## src/dpsc_pkg.sv

```systemverilog
// Shared constants and types of the distance-paced sine chaser.
package dpsc_pkg;

  localparam int LED_COUNT       = 48;
  localparam int SINE_TABLE_BITS = 8;

  localparam int TIME_BITS   = 32;
  localparam int COUNT_BITS  = 16;
  localparam int DIST_BITS   = 16;
  localparam int CHAN_BITS   = 8;
  localparam int IDX_BITS    = 6;

  localparam int PHASE_SCALE   = 1000;
  localparam int W_BITS        = DIST_BITS + $clog2(PHASE_SCALE);
  localparam int K_BITS        = DIST_BITS + 1;
  localparam int PROD_BITS     = TIME_BITS + K_BITS;
  localparam int LOOP_CNT_BITS = $clog2(PROD_BITS);

  localparam int V_BITS   = $clog2(LED_COUNT + 1);
  localparam int CMP_BITS = W_BITS + V_BITS;

  localparam int STEP_U = (1 << SINE_TABLE_BITS) / LED_COUNT;
  localparam int STEP_V = (1 << SINE_TABLE_BITS) % LED_COUNT;

  localparam int HALF_TURN = 1 << (SINE_TABLE_BITS - 1);
  localparam int AMP_SHIFT = 11;
  localparam int Q_BITS    = 2 * SINE_TABLE_BITS - 3;
  localparam int DEN_BITS  = 2 * SINE_TABLE_BITS + 1;
  localparam int NUM_BITS  = Q_BITS + AMP_SHIFT;
  localparam int QUO_BITS  = 8;
  localparam int MID_LEVEL = 128;

  localparam int CFG_INDEX_BITS = 3;
  localparam int CFG_DATA_BITS  = 16;

  localparam logic [CFG_INDEX_BITS-1:0] CFG_COLOR_RED         = 3'd0;
  localparam logic [CFG_INDEX_BITS-1:0] CFG_COLOR_GREEN       = 3'd1;
  localparam logic [CFG_INDEX_BITS-1:0] CFG_COLOR_BLUE        = 3'd2;
  localparam logic [CFG_INDEX_BITS-1:0] CFG_MAX_DISTANCE_M    = 3'd3;
  localparam logic [CFG_INDEX_BITS-1:0] CFG_GLOBAL_BRIGHTNESS = 3'd4;

  localparam logic [CHAN_BITS-1:0] RESET_COLOR_RED         = 8'd128;
  localparam logic [CHAN_BITS-1:0] RESET_COLOR_GREEN       = 8'd255;
  localparam logic [CHAN_BITS-1:0] RESET_COLOR_BLUE        = 8'd0;
  localparam logic [DIST_BITS-1:0] RESET_MAX_DISTANCE_M    = 16'd5000;
  localparam logic [CHAN_BITS-1:0] RESET_GLOBAL_BRIGHTNESS = 8'd150;

  typedef struct packed {
    logic [IDX_BITS-1:0] idx;
    logic                last;
    logic                blank;
  } led_tag_t;

endpackage

```

## src/distance_paced_sine_chaser.sv

```systemverilog
// Top level of the distance-paced sine chaser: frame front end and per-LED pipeline.

// Each accepted frame beat produces LED_COUNT result beats, one per LED in strip order.
// The frame front end works out the animation phase with a one-bit-per-cycle remainder
// unit: it accepts the beat, multiplies, runs 49 remainder steps, negates the phase, runs
// SINE_TABLE_BITS quotient steps and hands the frame to the LED sequencer. The sequencer
// issues one LED per cycle, unless out_stall holds the output, into a 14-stage pipeline
// whose sine amplitude divider retires one quotient bit per stage, so the next frame is
// taken while the previous one is still being emitted. Configuration is written through
// cfg_valid/cfg_ready, which is always ready, and must only change while no frame is in
// flight.
module distance_paced_sine_chaser (
  input  logic                                clk,
  input  logic                                rst,
  input  logic                                in_valid,
  output logic                                in_stall,
  input  logic [dpsc_pkg::TIME_BITS-1:0]      time_ms,
  input  logic [dpsc_pkg::COUNT_BITS-1:0]     num_alerts,
  input  logic [dpsc_pkg::DIST_BITS-1:0]      distance_m,
  output logic                                out_valid,
  input  logic                                out_stall,
  output logic [dpsc_pkg::IDX_BITS-1:0]       led_index,
  output logic [dpsc_pkg::CHAN_BITS-1:0]      red,
  output logic [dpsc_pkg::CHAN_BITS-1:0]      green,
  output logic [dpsc_pkg::CHAN_BITS-1:0]      blue,
  output logic                                last_led,
  input  logic                                cfg_valid,
  output logic                                cfg_ready,
  input  logic [dpsc_pkg::CFG_INDEX_BITS-1:0] cfg_index,
  input  logic [dpsc_pkg::CFG_DATA_BITS-1:0]  cfg_data
);
  import dpsc_pkg::*;

  localparam int B = SINE_TABLE_BITS;
  localparam logic [IDX_BITS-1:0]       LAST_IDX = IDX_BITS'(LED_COUNT - 1);
  localparam logic [B-1:0]              U_STEP   = B'(STEP_U);
  localparam logic [V_BITS:0]           V_STEP   = (V_BITS + 1)'(STEP_V);
  localparam logic [V_BITS:0]           N_EXT    = (V_BITS + 1)'(LED_COUNT);
  localparam logic [DEN_BITS-1:0]       FIVE_H2  = DEN_BITS'(5 * HALF_TURN * HALF_TURN);
  localparam logic [B-1:0]              HALF_B   = B'(HALF_TURN);

  typedef enum logic [2:0] {
    F_IDLE,
    F_MUL,
    F_MOD,
    F_NEG,
    F_DIV,
    F_DONE
  } front_state_t;

  function automatic logic [CHAN_BITS-1:0] scale_chan(input logic [CHAN_BITS-1:0] c,
                                                      input logic [CHAN_BITS-1:0] s);
    logic [2*CHAN_BITS:0] prod;
    prod = (2 * CHAN_BITS + 1)'(c) * ((2 * CHAN_BITS + 1)'(s) + 17'd1);
    return prod[2*CHAN_BITS-1:CHAN_BITS];
  endfunction

  // Configuration registers.
  logic [CHAN_BITS-1:0] color_red;
  logic [CHAN_BITS-1:0] color_green;
  logic [CHAN_BITS-1:0] color_blue;
  logic [DIST_BITS-1:0] max_distance_m;
  logic [CHAN_BITS-1:0] global_brightness;

  assign cfg_ready = 1'b1;

  always_ff @(posedge clk) begin
    if (rst) begin
      color_red         <= RESET_COLOR_RED;
      color_green       <= RESET_COLOR_GREEN;
      color_blue        <= RESET_COLOR_BLUE;
      max_distance_m    <= RESET_MAX_DISTANCE_M;
      global_brightness <= RESET_GLOBAL_BRIGHTNESS;
    end else if (cfg_valid && cfg_ready) begin
      case (cfg_index)
        CFG_COLOR_RED:         color_red         <= cfg_data[CHAN_BITS-1:0];
        CFG_COLOR_GREEN:       color_green       <= cfg_data[CHAN_BITS-1:0];
        CFG_COLOR_BLUE:        color_blue        <= cfg_data[CHAN_BITS-1:0];
        CFG_MAX_DISTANCE_M:    max_distance_m    <= cfg_data[DIST_BITS-1:0];
        CFG_GLOBAL_BRIGHTNESS: global_brightness <= cfg_data[CHAN_BITS-1:0];
        default: ;
      endcase
    end
  end

  // Frame front end.
  front_state_t               fstate;
  logic [TIME_BITS-1:0]       ft;
  logic [K_BITS-1:0]          fk;
  logic [W_BITS-1:0]          fw;
  logic                       fblank;
  logic [PROD_BITS-1:0]       prod;
  logic [W_BITS-1:0]          rem;
  logic [B-1:0]               qr;
  logic [LOOP_CNT_BITS-1:0]   cnt;

  logic [DIST_BITS-1:0] dmax_eff;
  logic [DIST_BITS-1:0] dist_min;
  logic [K_BITS-1:0]    k_in;
  logic [W_BITS-1:0]    w_in;
  logic [W_BITS:0]      mod_shift;
  logic                 mod_take;
  logic [W_BITS:0]      div_shift;
  logic                 div_take;

  logic en;
  logic seq_active;
  logic [IDX_BITS-1:0] seq_i;
  logic seq_free;
  logic seq_load;

  assign in_stall = (fstate != F_IDLE);

  always_comb begin
    dmax_eff  = (max_distance_m == '0) ? DIST_BITS'(1) : max_distance_m;
    dist_min  = (distance_m < dmax_eff) ? distance_m : dmax_eff;
    k_in      = {dmax_eff, 1'b0} - {1'b0, dist_min};
    w_in      = W_BITS'(dmax_eff) * W_BITS'(PHASE_SCALE);
    mod_shift = {rem, prod[PROD_BITS-1]};
    mod_take  = mod_shift >= {1'b0, fw};
    div_shift = {rem, 1'b0};
    div_take  = div_shift >= {1'b0, fw};
  end

  always_ff @(posedge clk) begin
    if (rst) begin
      fstate <= F_IDLE;
    end else begin
      case (fstate)
        F_IDLE: begin
          if (in_valid && !in_stall) begin
            ft     <= time_ms;
            fk     <= k_in;
            fw     <= w_in;
            fblank <= (num_alerts == '0);
            rem    <= '0;
            fstate <= F_MUL;
          end
        end
        F_MUL: begin
          prod   <= PROD_BITS'(ft) * PROD_BITS'(fk);
          cnt    <= LOOP_CNT_BITS'(PROD_BITS - 1);
          fstate <= F_MOD;
        end
        F_MOD: begin
          rem  <= mod_take ? W_BITS'(mod_shift - {1'b0, fw}) : mod_shift[W_BITS-1:0];
          prod <= prod << 1;
          cnt  <= cnt - 1'b1;
          if (cnt == '0) begin
            fstate <= F_NEG;
          end
        end
        F_NEG: begin
          rem    <= (rem == '0) ? '0 : fw - rem;
          qr     <= '0;
          cnt    <= LOOP_CNT_BITS'(B - 1);
          fstate <= F_DIV;
        end
        F_DIV: begin
          rem <= div_take ? W_BITS'(div_shift - {1'b0, fw}) : div_shift[W_BITS-1:0];
          qr  <= {qr[B-2:0], div_take};
          cnt <= cnt - 1'b1;
          if (cnt == '0) begin
            fstate <= F_DONE;
          end
        end
        F_DONE: begin
          if (seq_free) begin
            fstate <= F_IDLE;
          end
        end
        default: fstate <= F_IDLE;
      endcase
    end
  end

  // LED sequencer.
  logic [B-1:0]        seq_u;
  logic [V_BITS-1:0]   seq_v;
  logic [B-1:0]        f_base;
  logic [CMP_BITS-1:0] f_nrr;
  logic [W_BITS-1:0]   f_w;
  logic                f_blank;
  logic [V_BITS:0]     v_sum;
  logic                v_wrap;
  logic [B-1:0]        u_next;
  logic [V_BITS-1:0]   v_next;

  assign en       = !(out_valid && out_stall);
  assign seq_free = !seq_active || (en && seq_i == LAST_IDX);
  assign seq_load = (fstate == F_DONE) && seq_free;

  always_comb begin
    v_sum  = {1'b0, seq_v} + V_STEP;
    v_wrap = v_sum >= N_EXT;
    v_next = v_wrap ? V_BITS'(v_sum - N_EXT) : v_sum[V_BITS-1:0];
    u_next = seq_u + U_STEP + B'(v_wrap);
  end

  always_ff @(posedge clk) begin
    if (rst) begin
      seq_active <= 1'b0;
    end else if (seq_load) begin
      seq_active <= 1'b1;
      seq_i      <= '0;
      seq_u      <= '0;
      seq_v      <= '0;
      f_base     <= qr;
      f_nrr      <= CMP_BITS'(LED_COUNT) * CMP_BITS'(rem);
      f_w        <= fw;
      f_blank    <= fblank;
    end else if (en && seq_active) begin
      if (seq_i == LAST_IDX) begin
        seq_active <= 1'b0;
      end
      seq_i <= seq_i + 1'b1;
      seq_u <= u_next;
      seq_v <= v_next;
    end
  end

  // LED pipeline.
  logic                s1_valid;
  led_tag_t            s1_tag;
  logic [B-1:0]        s1_base;
  logic [CMP_BITS-1:0] s1_nrr;
  logic [CMP_BITS-1:0] s1_prod;

  logic                s2_valid;
  led_tag_t            s2_tag;
  logic [B-1:0]        s2_angle;

  logic                dv_valid [0:QUO_BITS];
  led_tag_t            dv_tag   [0:QUO_BITS];
  logic                dv_neg   [0:QUO_BITS];
  logic [NUM_BITS-1:0] dv_rem   [0:QUO_BITS];
  logic [DEN_BITS-1:0] dv_den   [0:QUO_BITS];
  logic [QUO_BITS-1:0] dv_quo   [0:QUO_BITS];
  logic [NUM_BITS-1:0] dv_trial [0:QUO_BITS-1];
  logic                dv_take  [0:QUO_BITS-1];

  logic                lv_valid;
  led_tag_t            lv_tag;
  logic [CHAN_BITS-1:0] lv_level;

  logic                 sc_valid;
  led_tag_t             sc_tag;
  logic [CHAN_BITS-1:0] sc_red;
  logic [CHAN_BITS-1:0] sc_green;
  logic [CHAN_BITS-1:0] sc_blue;

  logic [V_BITS-1:0]    nv;
  logic [B-2:0]         sj;
  logic [B-1:0]         shj;
  logic [Q_BITS-1:0]    sq;
  logic [QUO_BITS:0]    pos_sum;
  logic [QUO_BITS:0]    amp;
  logic [CHAN_BITS-1:0] level;

  always_comb begin
    nv  = V_BITS'(N_EXT) - seq_v;
    sj  = s2_angle[B-2:0];
    shj = HALF_B - {1'b0, sj};
    sq  = Q_BITS'(Q_BITS'(sj) * Q_BITS'(shj));
    for (int k = 0; k < QUO_BITS; k++) begin
      dv_trial[k] = NUM_BITS'(dv_den[k]) << (QUO_BITS - 1 - k);
      dv_take[k]  = dv_rem[k] >= dv_trial[k];
    end
    pos_sum = (QUO_BITS + 1)'(MID_LEVEL) + {1'b0, dv_quo[QUO_BITS]};
    amp     = {1'b0, dv_quo[QUO_BITS]} + (QUO_BITS + 1)'(dv_rem[QUO_BITS] != '0);
    if (dv_neg[QUO_BITS]) begin
      level = (amp >= (QUO_BITS + 1)'(MID_LEVEL)) ? '0
            : CHAN_BITS'((QUO_BITS + 1)'(MID_LEVEL) - amp);
    end else begin
      level = pos_sum[QUO_BITS] ? '1 : pos_sum[CHAN_BITS-1:0];
    end
  end

  always_ff @(posedge clk) begin
    if (rst) begin
      s1_valid <= 1'b0;
      s2_valid <= 1'b0;
      for (int k = 0; k <= QUO_BITS; k++) begin
        dv_valid[k] <= 1'b0;
      end
      lv_valid  <= 1'b0;
      sc_valid  <= 1'b0;
      out_valid <= 1'b0;
    end else if (en) begin
      s1_valid    <= seq_active;
      s2_valid    <= s1_valid;
      dv_valid[0] <= s2_valid;
      for (int k = 0; k < QUO_BITS; k++) begin
        dv_valid[k+1] <= dv_valid[k];
      end
      lv_valid  <= dv_valid[QUO_BITS];
      sc_valid  <= lv_valid;
      out_valid <= sc_valid;
    end
  end

  always_ff @(posedge clk) begin
    if (en) begin
      s1_tag  <= '{idx: seq_i, last: (seq_i == LAST_IDX), blank: f_blank};
      s1_base <= f_base + seq_u;
      s1_nrr  <= f_nrr;
      s1_prod <= CMP_BITS'(nv) * CMP_BITS'(f_w);

      s2_tag   <= s1_tag;
      s2_angle <= s1_base + B'(s1_nrr >= s1_prod);

      dv_tag[0] <= s2_tag;
      dv_neg[0] <= s2_angle[B-1];
      dv_rem[0] <= {sq, AMP_SHIFT'(0)};
      dv_den[0] <= FIVE_H2 - DEN_BITS'({sq, 2'b00});
      dv_quo[0] <= '0;
      for (int k = 0; k < QUO_BITS; k++) begin
        dv_tag[k+1] <= dv_tag[k];
        dv_neg[k+1] <= dv_neg[k];
        dv_den[k+1] <= dv_den[k];
        dv_rem[k+1] <= dv_take[k] ? dv_rem[k] - dv_trial[k] : dv_rem[k];
        dv_quo[k+1] <= dv_quo[k] | (QUO_BITS'(dv_take[k]) << (QUO_BITS - 1 - k));
      end

      lv_tag   <= dv_tag[QUO_BITS];
      lv_level <= level;

      sc_tag   <= lv_tag;
      sc_red   <= scale_chan(color_red, lv_level);
      sc_green <= scale_chan(color_green, lv_level);
      sc_blue  <= scale_chan(color_blue, lv_level);

      led_index <= sc_tag.idx;
      last_led  <= sc_tag.last;
      red       <= sc_tag.blank ? '0 : scale_chan(sc_red, global_brightness);
      green     <= sc_tag.blank ? '0 : scale_chan(sc_green, global_brightness);
      blue      <= sc_tag.blank ? '0 : scale_chan(sc_blue, global_brightness);
    end
  end

`ifndef SYNTHESIS
  // A frame beat is only taken by an idle front end, which then starts its multiply.
  assert property (@(posedge clk) disable iff (rst)
    (in_valid && !in_stall) |=> (fstate == F_MUL))
    else $error("front end did not start on an accepted frame beat");

  // The running remainder stays below the phase modulus in both loops.
  assert property (@(posedge clk) disable iff (rst)
    (fstate == F_MOD || fstate == F_DIV) |-> (rem < fw))
    else $error("phase remainder out of range");

  // The sequencer walks the strip one LED per issued beat without skipping.
  assert property (@(posedge clk) disable iff (rst)
    (seq_active && en && seq_i != LAST_IDX) |=>
      (seq_active && seq_i == $past(seq_i) + 1'b1))
    else $error("LED sequencer skipped or stopped early");

  // The end-of-frame flag only marks the final LED.
  assert property (@(posedge clk) disable iff (rst)
    (out_valid && last_led) |-> (led_index == LAST_IDX))
    else $error("last_led on a LED other than the final one");
`endif

endmodule
```

## config.mk

```make
export PLATFORM = sky130hd
export DESIGN_NAME = distance_paced_sine_chaser
export DESIGN_NICKNAME = d
export VERILOG_FILES = /design/src/dpsc_pkg.sv /design/src/distance_paced_sine_chaser.sv
export SDC_FILE = /design/constraint.sdc
export NUM_CORES = 2
export LEC_CHECK = 0
export BUFFER_PORTS_ARGS = -buffer_cell sky130_fd_sc_hd__buf_2
export CORE_ASPECT_RATIO = 1.25
export CORE_MARGIN = 2
export CORE_UTILIZATION = 52
export CTS_CLUSTER_DIAMETER = 100
export DETAILED_ROUTE_END_ITERATION = 10
export PLACE_DENSITY = 0.8
export SYNTH_ARGS = -nofsm -noshare
export SYNTH_HDL_FRONTEND = slang
export SYNTH_SLANG_ARGS = --single-unit
```

## constraint.sdc

```tcl
create_clock -name clk -period 20.9 [get_ports clk]
set_clock_uncertainty 0.05 [all_clocks]
set_input_delay 4.18 -clock clk [delete_from_list [all_inputs] [get_ports clk]]
set_output_delay 4.18 -clock clk [all_outputs]
set_load 0.03 [all_outputs]
```

After elaboration in Yosys (flattened, before gate mapping). Memories as Yosys holds them, arrays and structs flattened. A register that Yosys moved wholly into a read port is not among the register bits. Cells that the tools add are included.

Register bits after elaboration: 461. Memory bits (writable): 531. Input port bits: 88. Word-level logic and storage cells: 226. Memories: 6. Output and inout bits: 34.

$lt $le $gt $ge: 14. Reductions and logical operators: 40. Equal/unequal tests: 14. Add/subtract/negate cells: 28. Multiply operators: 11. Multiplexer cells: 47. Bitwise operators: 18.

Memory list: dv_rem (depth 9, width 24, read ports 9, clocked after Yosys merged registers in 0, wr ports 9, line distance_paced_sine_chaser.sv:236) `logic [NUM_BITS-1:0] dv_rem [0:QUO_BITS];`; dv_den (depth 9, width 17, read ports 8, clocked after Yosys merged registers in 0, wr ports 9, line distance_paced_sine_chaser.sv:237) `logic [DEN_BITS-1:0] dv_den [0:QUO_BITS];`; dv_quo (depth 9, width 8, read ports 9, clocked after Yosys merged registers in 0, wr ports 9, line distance_paced_sine_chaser.sv:238) `logic [QUO_BITS-1:0] dv_quo [0:QUO_BITS];`; dv_tag (depth 9, width 8, read ports 9, clocked after Yosys merged registers in 1, wr ports 9, line distance_paced_sine_chaser.sv:234) `led_tag_t dv_tag [0:QUO_BITS];`; dv_neg (depth 9, width 1, read ports 9, clocked after Yosys merged registers in 0, wr ports 9, line distance_paced_sine_chaser.sv:235) `logic dv_neg [0:QUO_BITS];`; dv_valid (depth 9, width 1, read ports 9, clocked after Yosys merged registers in 1, wr ports 9, line distance_paced_sine_chaser.sv:233) `logic dv_valid [0:QUO_BITS];`.

Operators with widths (number): 24-bit two-way mux (8); 26-bit two-way mux (4); 26-bit case mux with 4 select lines (1); 49-bit case mux with 2 select lines (1); 26-bit subtractor (3); 8-bit by 17-bit multiplier with 16-bit output (4); 27-bit by 26-bit >= comparator with 1-bit output (2); 32-bit by 17-bit multiplier with 49-bit output (1); 32-bit >= comparator (1); 16-bit logical NOT (2); 8-bit by 9-bit multiplier with 16-bit output (2); 16-bit two-way mux (2); 8-bit two-way mux (4); 6-bit by 23-bit multiplier with 29-bit output (1); 2-bit by 26-bit multiplier with 28-bit output (first input constant) (1); 26-bit logical NOT (1); 24-bit by 17-bit >= comparator with 1-bit output (1); 24-bit by 18-bit >= comparator with 1-bit output (1); 24-bit by 19-bit >= comparator with 1-bit output (1); 24-bit by 20-bit >= comparator with 1-bit output (1); 24-bit by 21-bit >= comparator with 1-bit output (1); 24-bit by 22-bit >= comparator with 1-bit output (1); 24-bit by 23-bit >= comparator with 1-bit output (1); 24-bit >= comparator (1); other kinds (62) (126).

Logic depth before layout (Yosys ltp).
Depth after elaboration: 7. Gate-level depth with buffers: 27. Gate-level depth less buffers: 26.

Worst setup path after synthesis. No wires, ideal clock.

Path kind: input to register. From: in out_stall. To: reg seq_i[0], enable pin. Stages on the path: 7. Arrival time: 19.950 ns. Buffers on the path: 1. Library setup time: 0.369 ns. Data required time: 20.481 ns. Path slack: 0.532 ns. Cell sequence: and2_1 -> clkbuf_1 -> inv_1 -> nand2_1 -> a21oi_1 -> nor2b_1 -> a21o_1.

Word-level cells in the longest chain between the ends: 7. Elaborated cells on any way between the ends: 8. Those cells by class: reduce/logical: 8.

Ends and longest elaborated chain: from (decl) (line distance_paced_sine_chaser.sv:21) `input logic out_stall,`; 1-bit logical AND * (line distance_paced_sine_chaser.sv:189) `assign en = !(out_valid && out_stall);`; 1-bit logical NOT * (line distance_paced_sine_chaser.sv:189); 1-bit logical AND (line distance_paced_sine_chaser.sv:190) `assign seq_free = !seq_active || (en && seq_i == LAST_IDX);`; 1-bit logical OR (line distance_paced_sine_chaser.sv:190); 1-bit logical AND (line distance_paced_sine_chaser.sv:191) `assign seq_load = (fstate == F_DONE) && seq_free;`; 2-bit nonzero test (no line) *; 2-bit AND reduction (no line) *; to (signal assigned) (line distance_paced_sine_chaser.sv:216) `seq_i <= seq_i + 1'b1;`; to (decl) (line distance_paced_sine_chaser.sv:108) `logic [IDX_BITS-1:0] seq_i;`.

Every way passes the cells marked *; elsewhere a longest branch is shown, timed or not. A chain may end at the register's enable or synchronous reset.

==> results.md <==
Status:
- The flow ran to the end, and the final reports show no timing, DRC or antenna violations.

Clock tree:
- The clock slew seen by the registers of the worst setup and hold paths is 0.06 ns.
- The number of gates resized after CTS was 0.
- Clock tree synthesis selected as its root buffer the cell sky130_fd_sc_hd__clkbuf_16.
- Counting every sink on the clock net gives 865.
- The clock network latency to the later pin of the worst-skew pair is 0.73 ns.
- TritonCTS built the clock tree.
- The number of buffers inserted during clock tree synthesis is 92.
- After clock tree synthesis, the setup repair step added 0 buffers.
- The clock tree synthesis step divided the H-tree into 3 levels.
- The number of hold-repair buffers added at the cts stage is 0.
- The clock tree buffer depth is 3.

Yosys:
- The number of synthesized flops with an enable pin is 808.
- For this run, the leading register cell type out of synthesis is sky130_fd_sc_hd__edfxtp_1.
- The dominant cell type by area after synthesis is sky130_fd_sc_hd__edfxtp_1.
- In the synthesized netlist, the number of instances is 7607.
- Ranked by total cell area, the synthesized netlist is headed by sky130_fd_sc_hd__edfxtp_1 (31%), sky130_fd_sc_hd__fa_1 (20%), sky130_fd_sc_hd__ha_1 (13%), sky130_fd_sc_hd__inv_1 (6.3%), sky130_fd_sc_hd__nand2_1 (4.3%).
- Counting flops and latches in the post-synthesis netlist gives 865.
- The combined area of all synthesized cells is 77500 sq um.
- In the synthesized netlist the async set-or-reset flop fraction comes to 0%.
- The area share of the largest cell type after synthesis is 31.3%.
- Dividing the synthesized area by the synthesized cell count gives 10.2 sq um.
- During synthesis, Yosys emitted a total of 0 warnings.
- The count of distinct cell types in the synthesized netlist is 84.
- The sequential share of the synthesized area is 32.8%.

Cells and area:
- The total number of nets in the final design is 9287.
- Relative to the synthesized area, the layout overhead comes to 7.27%.
- The library cells used most frequently in the layout, excluding fill and tap cells, are sky130_fd_sc_hd__inv_1 (1289), sky130_fd_sc_hd__nand2_1 (882), sky130_fd_sc_hd__edfxtp_1 (808).
- Leaving out fill and tap cells, the most frequent cell in the layout is sky130_fd_sc_hd__inv_1.
- The number of standard cells in the final layout excluding fillers is 9644.
- The share of cells above drive strength 1 is 4.98%.

Timing:
- After routing, the total negative slack on setup checks comes to 0 ns.
- Headroom to the max-slew limit came out at 24.1%.
- The setup-violating endpoint count in the final report is 0.
- The count of final max-slew check failures is 0.
- The total count of hold-check failures in the final report is 0.
- Setup repair after global routing left no endpoint under its margin.
- For the pin with the worst max-slew slack, the measured transition is 1.14 ns.
- The worst path in the final design needs a cycle of 9.05 ns, including I/O delays and setup.
- The share of the cycle needed by the critical path after routing is 43.3%.
- Based on the critical path, the design can be clocked at up to 111 MHz.

Placed design:
- The congestion estimate from routability-driven global placement came to 0.918.
- In this run the tool buffered the top-level ports with 120 buffer cells.
- The placed cell count is 9467.
- Summed over all nets, the half-perimeter wirelength after detailed placement is 133000 um.

Min path:
- The classification of the worst-slack hold path is register to register.

Floorplanning:
- The number of top-level pins is 122.
- The floorplan has 158 rows.
- From left edge to right edge, the die measures 349 um.
- The height of the die is 436 um.
- The core region is 148000 sq um.
- The die area is 152000 sq um.
- For this configuration, the core starts out at a cell density of 52.3%.

Detailed routing:
- The via density per instance is 5.61.
- In this run, the number of DRC markers left after iteration 0 of detailed routing was 3705.
- Across all layers, the routed design uses 54100 vias.
- The total wire length after detailed routing is 176000 um.
- The wire length per cell after detailed routing is 18.2 um.
- The post-route DRC violation count is 0.
- The count of nets left with antenna violations after detail routing is 0.
- The first detailed-routing pass took 6 iterations.

Global route:
- The total congestion overflow is 0.
- The number of global-route vias before repair was 57300.
- The number of antenna violations at the first check in global routing was 12.
- Entering global routing, the biggest net connects 92 pins.
- The overall global routing resource usage is 23.4%.
- The wire length of the first global-routing pass is 286000 um.

Worst setup path:
- The worst path arrival time is 9.31 ns.
- The endpoint required time on the critical path is 21.16 ns.
- The largest fanout of any net on the critical path is 91.
- The worst setup path is of the input pin to register kind.
- STA classifies the critical path endpoint as a register.
- The worst setup path is launched from an input pin.

Flow run:
- The max-capacitance violation count is 0.
## layout make-up
type | count | area (sq um)
multi-input combinational | 5213 | 46400
tap | 1920 | 2400
fill | 12100 | 65000
sequential | 865 | 25400
antenna | 11 | 27.5
clock buffer | 108 | 2390
timing repair buffer | 176 | 1020
inverter | 1293 | 4860
clock inverter | 58 | 632
## cells by family (layout without fill, tap and decap cells)
group,Yosys count,in the layout,share of synthesized area (%)
simple gates,2208,2208,13.8
fa+ha+maj,1558,1558,32.7
buf+inv,1533,1635,7.46
compound gates,1023,1023,8.33
flops,865,865,32.8
xor+xnor,373,373,4.22
mux,45,45,0.619
other cells,2,17,0.00970
## critical path: stages
cell and delay (ns):
sky130_fd_sc_hd__buf_2 0.10, sky130_fd_sc_hd__and2_1 0.28, sky130_fd_sc_hd__inv_8 0.33, sky130_fd_sc_hd__buf_4 0.74, sky130_fd_sc_hd__buf_4 0.75, sky130_fd_sc_hd__buf_4 0.80
sky130_fd_sc_hd__buf_4 0.94, sky130_fd_sc_hd__buf_4 0.94
## Yosys cell counts, types with 13 or more instances
cell                       count
sky130_fd_sc_hd__and2_1      405
sky130_fd_sc_hd__xor2_1      119
sky130_fd_sc_hd__o22ai_1      13
sky130_fd_sc_hd__nor3b_1      14
sky130_fd_sc_hd__o21bai_1     41
sky130_fd_sc_hd__a211oi_1     22
sky130_fd_sc_hd__a21boi_0     24
sky130_fd_sc_hd__nor2b_1     148
sky130_fd_sc_hd__nand3_1      97
sky130_fd_sc_hd__a211o_1      14
sky130_fd_sc_hd__nor2_1      327
sky130_fd_sc_hd__a31oi_1      18
sky130_fd_sc_hd__inv_1      1290
sky130_fd_sc_hd__fa_1        782
sky130_fd_sc_hd__nor4_1       19
sky130_fd_sc_hd__dfxtp_1      57
sky130_fd_sc_hd__and3_1       48
sky130_fd_sc_hd__o21ai_0     136
sky130_fd_sc_hd__or3_1        29
sky130_fd_sc_hd__ha_1        776
sky130_fd_sc_hd__nand4_1      37
sky130_fd_sc_hd__nand2_1     882
sky130_fd_sc_hd__a22oi_1      17
sky130_fd_sc_hd__nor3_1       66
sky130_fd_sc_hd__o21a_1       48
sky130_fd_sc_hd__edfxtp_1    808
sky130_fd_sc_hd__a21o_1      109
sky130_fd_sc_hd__a21oi_1     363
sky130_fd_sc_hd__buf_1        13
sky130_fd_sc_hd__o21ai_1      60
sky130_fd_sc_hd__or2_2        16
sky130_fd_sc_hd__o211ai_1     15
sky130_fd_sc_hd__clkbuf_1    215
sky130_fd_sc_hd__mux2i_1      22
sky130_fd_sc_hd__o31ai_1      31
sky130_fd_sc_hd__mux2_2       15
sky130_fd_sc_hd__nand3b_1     15
sky130_fd_sc_hd__nand2b_1     73
sky130_fd_sc_hd__xnor2_1     254
## routing by layer
layer	wire length, um	track usage, %
met3	9980	3.08
met1	65400	26.7
met5	14	0
met4	8840	11.7
met2	91500	42.5
## path summary, 6_finish.rpt
path	from	slack (ns)	endpoint	cells past startpoint
worst min-delay path	dv_den[0][41]	0.36	dv_den[0][58]	0
worst min register to register	dv_den[0][41]	0.36	dv_den[0][58]	0
worst max-delay path	out_stall	11.85	dv_rem[0][156]	8
worst max register to register	fk[4]	13.03	prod[37]	23
## metrics by stage
step	util [%]	hold WS (ns)	area, sq um	worst slack (ns)
6_report	56.1	0.357	83100	11.85
5_1_grt	56.1	0.369	83100	11.40
4_1_cts	56.1	0.353	83100	11.80
3_5_place_dp	54.1	0.355	80000	11.02
3_3_place_gp	54.1	0.350	80000	11.22
2_1_floorplan	-	0.350	77500	0.532
## registers in the layout (all words and copies together) (netlist names), 16 cells and up
name,count
dv_den,120
dv_quo,36
dv_rem,160
dv_tag,72
f_nrr,28
f_w,23
fk,17
ft,32
fw,23
max_distance_m,16
prod,49
rem,26
s1_nrr,28
s1_prod,25
Power is not shown: default switching activity piles up to over one toggle a cycle in this logic, so the estimate is an artifact.
